==> config.mk <==
export PLATFORM = sky130hd
export DESIGN_NAME = tbeq_mac
export DESIGN_NICKNAME = d
export VERILOG_FILES = /design/src/rtl/tbeq_pkg.sv /design/src/rtl/tbeq_mac.sv
export SDC_FILE = /design/constraint.sdc
export NUM_CORES = 2
export LEC_CHECK = 0
export ABC_AREA = 1
export BUFFER_PORTS_ARGS = -buffer_cell sky130_fd_sc_hd__buf_2
export CORE_ASPECT_RATIO = 0.7
export CORE_MARGIN = 4
export CORE_UTILIZATION = 35
export DETAILED_ROUTE_END_ITERATION = 8
export PLACE_DENSITY = 0.56
export REMOVE_ABC_BUFFERS = 1
export SYNTH_ARGS = -nofsm -noshare
export SYNTH_HDL_FRONTEND = slang
export SYNTH_SLANG_ARGS = --single-unit
==> constraint.sdc <==
create_clock -name clk_i -period 8.9 [get_ports clk_i]
set_input_delay 0.89 -clock clk_i [delete_from_list [all_inputs] [get_ports clk_i]]
set_output_delay 0.89 -clock clk_i [all_outputs]
set_load 0.02 [all_outputs]
==> src/rtl/tbeq_pkg.sv <==
// Shared types and constants for the ten-band biquad equaliser with volume.
`default_nettype none
package tbeq_pkg;
  localparam int NumBands     = 10;
  localparam int NumChannels  = 2;
  localparam int CoefWidth    = 32;
  localparam int CoefFracBits = 26;
  localparam int CoefsPerBand = 5;

  typedef enum logic [1:0] {
    ActProcess = 2'd0,
    ActCoef    = 2'd1,
    ActClear   = 2'd2,
    ActNone    = 2'd3
  } action_e;

  typedef enum logic [1:0] {
    CfgEqEnable = 2'd0,
    CfgBandMask = 2'd1,
    CfgVolume   = 2'd2
  } cfg_idx_e;

  typedef enum logic [3:0] {
    StIdle,
    StClear,
    StBand,
    StRead,
    StMac,
    StShift,
    StSat,
    StWrite,
    StVol,
    StVolSat,
    StOut
  } state_e;

  function automatic logic signed [15:0] clip16(input logic signed [47:0] v);
    if (v > 48'sd32767) return 16'sd32767;
    if (v < -48'sd32768) return -16'sd32768;
    return v[15:0];
  endfunction
endpackage
`default_nettype wire

==> src/rtl/tbeq_mac.sv <==
// Shared signed multiply-accumulate unit for the biquad sections.
`default_nettype none
module tbeq_mac #(
  parameter int CoefWidth = tbeq_pkg::CoefWidth,
  parameter int AccWidth  = CoefWidth + 40
) (
  input  wire logic                        clk_i,
  input  wire logic                        clr_i,
  input  wire logic                        en_i,
  input  wire logic signed [CoefWidth-1:0] coef_i,
  input  wire logic signed [32:0]          data_i,
  output logic signed [AccWidth-1:0]       acc_o
);
  logic signed [CoefWidth+32:0] prod_q;
  logic                         prod_v_q;
  logic signed [AccWidth-1:0]   acc_q, acc_d;

  always_ff @(posedge clk_i) begin
    prod_q   <= coef_i * data_i;
    prod_v_q <= en_i;
    acc_q    <= acc_d;
  end

  always_comb begin
    acc_d = acc_q;
    if (clr_i) acc_d = '0;
    else if (prod_v_q)
      acc_d = acc_q + AccWidth'(prod_q);
  end

  assign acc_o = acc_q;
endmodule
`default_nettype wire

; ---- After elaboration in Yosys (flattened, before gate mapping)
; Cells that the tools add are included.
[word_totals]
regBits = 138
latch_bits = 0
ram_bits = 0
romBits = 0
input_bits = 68
output_inout_bits = 72
word_cells = 5
memories = 0
[classes]
addsub = 1
n_mul = 1
div = 0
order_cmp = 0
eq_ne = 0
shifts = 0
muxes = 0
n_bitwise = 0
n_reduce_logical = 0
[ops]
columns = operator, n
row1 = 72-bit by 65-bit adder with 72-bit output, 1
row2 = 32-bit by 33-bit multiplier with 65-bit output, 1

; ---- Logic depth before layout (Yosys ltp)
[logic_depth]
ltp_word = 1
ltp_mapped = 34
mapped_depth_nobuf = 32

; ---- Least setup slack after synthesis
; Ideal clock, no wire load.
[synth_timing]
path_kind = input-to-reg
start = input port coef_i[7]
end = register prod_q[62]
setup_ns = 0.112
t_arrival_ns = 7.588
required_time_ns = 8.788
path_slack_ns = 1.200
stages = 28
path_buffers = 2
path_cell_list = clkbuf_1 -> clkbuf_1 -> nand2_1 -> inv_1 -> fa_1 -> inv_1 -> fa_1 -> inv_1 -> fa_1 -> fa_1 -> inv_1 -> fa_1 -> inv_1 -> fa_1 -> inv_1 -> fa_1 -> inv_1 -> fa_1 -> ha_1 -> nand2_1 -> nor2_1 -> inv_1 -> nor2_1 -> inv_1 -> nor4_1 -> nand2_1 -> nand3_1 -> nand2_1
[synth_via]
elab_chain_len = 1
[synth_rtl]
columns = item, line_no
row1 = from (decl), tbeq_mac.sv:10  ; input wire logic signed [CoefWidth-1:0] coef_i,
row2 = 32-bit by 33-bit multiplier with 65-bit output, tbeq_mac.sv:19  ; prod_q <= coef_i * data_i;
row3 = to (signal assigned), tbeq_mac.sv:19
row4 = to (decl), tbeq_mac.sv:14  ; logic signed [CoefWidth+32:0] prod_q;
; Every way passes these cells.
; A chain may end at the register's enable or synchronous reset.

; ---- Worst setup path after layout
[layout_timing]
start = input port data_i[32]
end = register prod_q[59]
[layout_via]
elab_chain_len = 1
[layout_rtl]
columns = item, line_no
row1 = from (decl), tbeq_mac.sv:11  ; input wire logic signed [32:0] data_i,
row2 = 32-bit by 33-bit multiplier with 65-bit output, tbeq_mac.sv:19
; Every way passes these cells.

==> out/metrics.cfg <==
[clocking]
cts.htree.levels=4
clk_latency_ns=0.45
cts_buffers=17
ctsRootBufferMaster=clkbuf_16
post_cts_buffers=0
clkTransAtPathRegs_ns=0.07
cts.path.max_buffers=2
tritoncts=yes
cts_sinks=138

[critical_path]
cp-end-kind=flop
reg2reg_from=acc_o[0]
reg2reg_slack_ns=5.42
rr_endpoint=acc_o[56]
cp_max_fo=18
cp.required_ns=9.27
worstSetupPathType=primary input to flop
ff2ff_path_depth=17
arrival_ns=8.83
worstSetupStartpoint=data_i[32]
start_kind=primary input

[die]
die_area_um2=146000
fp.coreArea_um2=139000
die_w_um=455
ioPinCount=140
die_height_um=321
start_util=0.354
rows=114

[layout]
drive_gt1_frac=0.0647
syn2layout_area_growth_pct=8.19
fillers=14700
fin_nets=8072

[global_route]
grt_start_max_net_pins=73
grt_pass1_wl_um=263000
gr-total-overflow=0
grt_use_total=0.234
grt_pass1_vias=42700
antenna_found_initial=5

[logic_synthesis]
synthTopCellsByCount=1894 x inv_1, 1682 x nand2_1, 1113 x fa_1
synth_cells=6562
yosys.cell_count.top_type=inv_1
yosysUniqueCellTypes=53
yosys.area.top_type=fa_1
synth_area_um2=49000
synthTopCellsByArea=fa_1 45%, inv_1 14%, nand2_1 13%
synth_ff_type=dfxtp_1
syn_area_per_cell_um2=7.47
yosysSeqAreaShare=0.0563
yosys_warnings=0
synth-seq-cells=138
synth_edf_count=0
synth_top_area_frac=0.454
ys_async_sr_fraction=0

[min_path]
hold_end=acc_o[0]
hold_start=acc_o[0]
hold_path.class=flop to flop
hold_depth=2

[timing]
clock_skew_ns=0.0180
max_clock_freq_mhz=118
setup_viol=0
max_slew_margin=0.323
min_period_ns=8.46
worstMarginPinSlew_ns=1.02
finalMaxSlewViolations=0
fin_crit_sh=0.950
grt_setup_unrepaired=no
hold_viol=0
fin_setup_tns_ns=0

[detailed_routing]
drc=0
vias=40500
drt-initial-drc-count=3848
viasPerCell=4.76
wl_per_cell_um=19.7
routed_wl_um=167000
drtAntennaViolNets=0
firstDrtPassIters=6

[run]
cap_violations=0

[outcome]
status=complete, no violations

[placed_design]
place_hpwl_um=149000
place_congestion=0.989
io_buffers=139

-- cell usage in the layout (no fill, tap or decap), types with 17 or more instances in the layout --
cell type / count
a21o_1: 17
a21oi_1: 171
buf_2: 139
buf_4: 160
clkbuf_16: 17
dfxtp_1: 137
fa_1: 1113
ha_1: 257
inv_1: 1894
nand2_1: 1682
nand2_2: 29
nand3_1: 137
nand4_1: 35
nor2_1: 457
nor2_2: 18
o21ai_0: 124
o21bai_1: 33
xor2_1: 72
-- through the flow --
stage / instance area (um^2) / cells / setup WS (ns) / hold slack, ns / util
finish: 53100 / 8503 / 0.444 / 0.493 / 0.383
global route: 53100 / 8502 / 0.0785 / 0.511 / 0.383
CTS: 53100 / 8502 / 0.136 / 0.501 / 0.383
detailed placement: 52400 / 8471 / -0.331 / 0.492 / 0.378
global placement: 52400 / 8471 / -0.163 / 0.479 / 0.378
floorplan: 48100 / 6312 / 1.53 / 0.551 / -
-- worst max path at each step --
| stage | end | slack [ns] | cells past startpoint |
|---|---|---|---|
| 2_1_floorplan | prod_q[62] | 1.53 | 24 |
| 3_3_place_gp | prod_q[59] | -0.16 | 21 |
| 3_5_place_dp | prod_q[59] | -0.33 | 24 |
| 4_1_cts | prod_q[59] | 0.14 | 24 |
| 5_1_grt | prod_q[59] | 0.08 | 25 |
| 6_report | prod_q[59] | 0.44 | 25 |
-- cell families after synthesis --
| kind of cell | Yosys count | share of synthesized area |
|---|---|---|
| compound gates | 405 | 0.0470 |
| fa+ha+maj | 1370 | 0.520 |
| simple gates | 2411 | 0.197 |
| flops | 138 | 0.0563 |
| buf+inv | 2150 | 0.165 |
| xor+xnor | 88 | 0.0157 |
-- metal layers --
metal,wire [um],vias to the layer above,share of wire,global-route usage
li1,-,18700,-,-
met1,85400,20300,0.51,0.377
met2,66700,1346,0.40,0.333
met3,13800,78,0.082,0.0407
met4,1480,2,0.0088,0.0240
met5,12,-,0.000072,0
-- sequential cells by signal, summed over array words and instances, names as in the netlist --
name and flops:
prod_q 65, prod_v_q 1, acc_o 72
-- cell type report --
class                   instances  area [um^2]  share of cell area
clock buffers                  18          429             0.00809
diodes                          1         2.50           0.0000472
multi-input cells            4274        38200               0.720
flip-flops and latches        138         2770              0.0521
repair buffers                303         1980              0.0373
well taps                    1856         2320              0.0438
inverters                    1900         7130               0.134
clock inverters                13          219             0.00413
-- worst max-delay path, cell delays in order --
cell     delay (ns)
buf_2          0.37
buf_4          0.32
nand2_1        0.09
inv_1          0.17
fa_1           0.45
inv_1          0.19
fa_1           0.48
fa_1           0.76
inv_1          0.24
fa_1           0.50
fa_1           0.52
fa_1           0.49
inv_1          0.05
fa_1           0.47
inv_1          0.05
fa_1           0.45
ha_1           0.48
nand2_1        0.15
nor2_1         0.26
inv_1          0.11
nor4_2         0.57
nand3_1        0.39
nand3_1        0.17
nand2_1        0.06
nand2_1        0.10
-- timing repair --
| item | 4_1_cts | 5_1_grt |
|---|---|---|
| setup endpoints to repair | 0 | 1 |
| gates resized for setup | 0 | 1 |
| hold buffers | 0 | 0 |
Power is left out: the tool's default activity adds up to more than one toggle a clock period on the data nets, which glitch-free logic cannot reach.
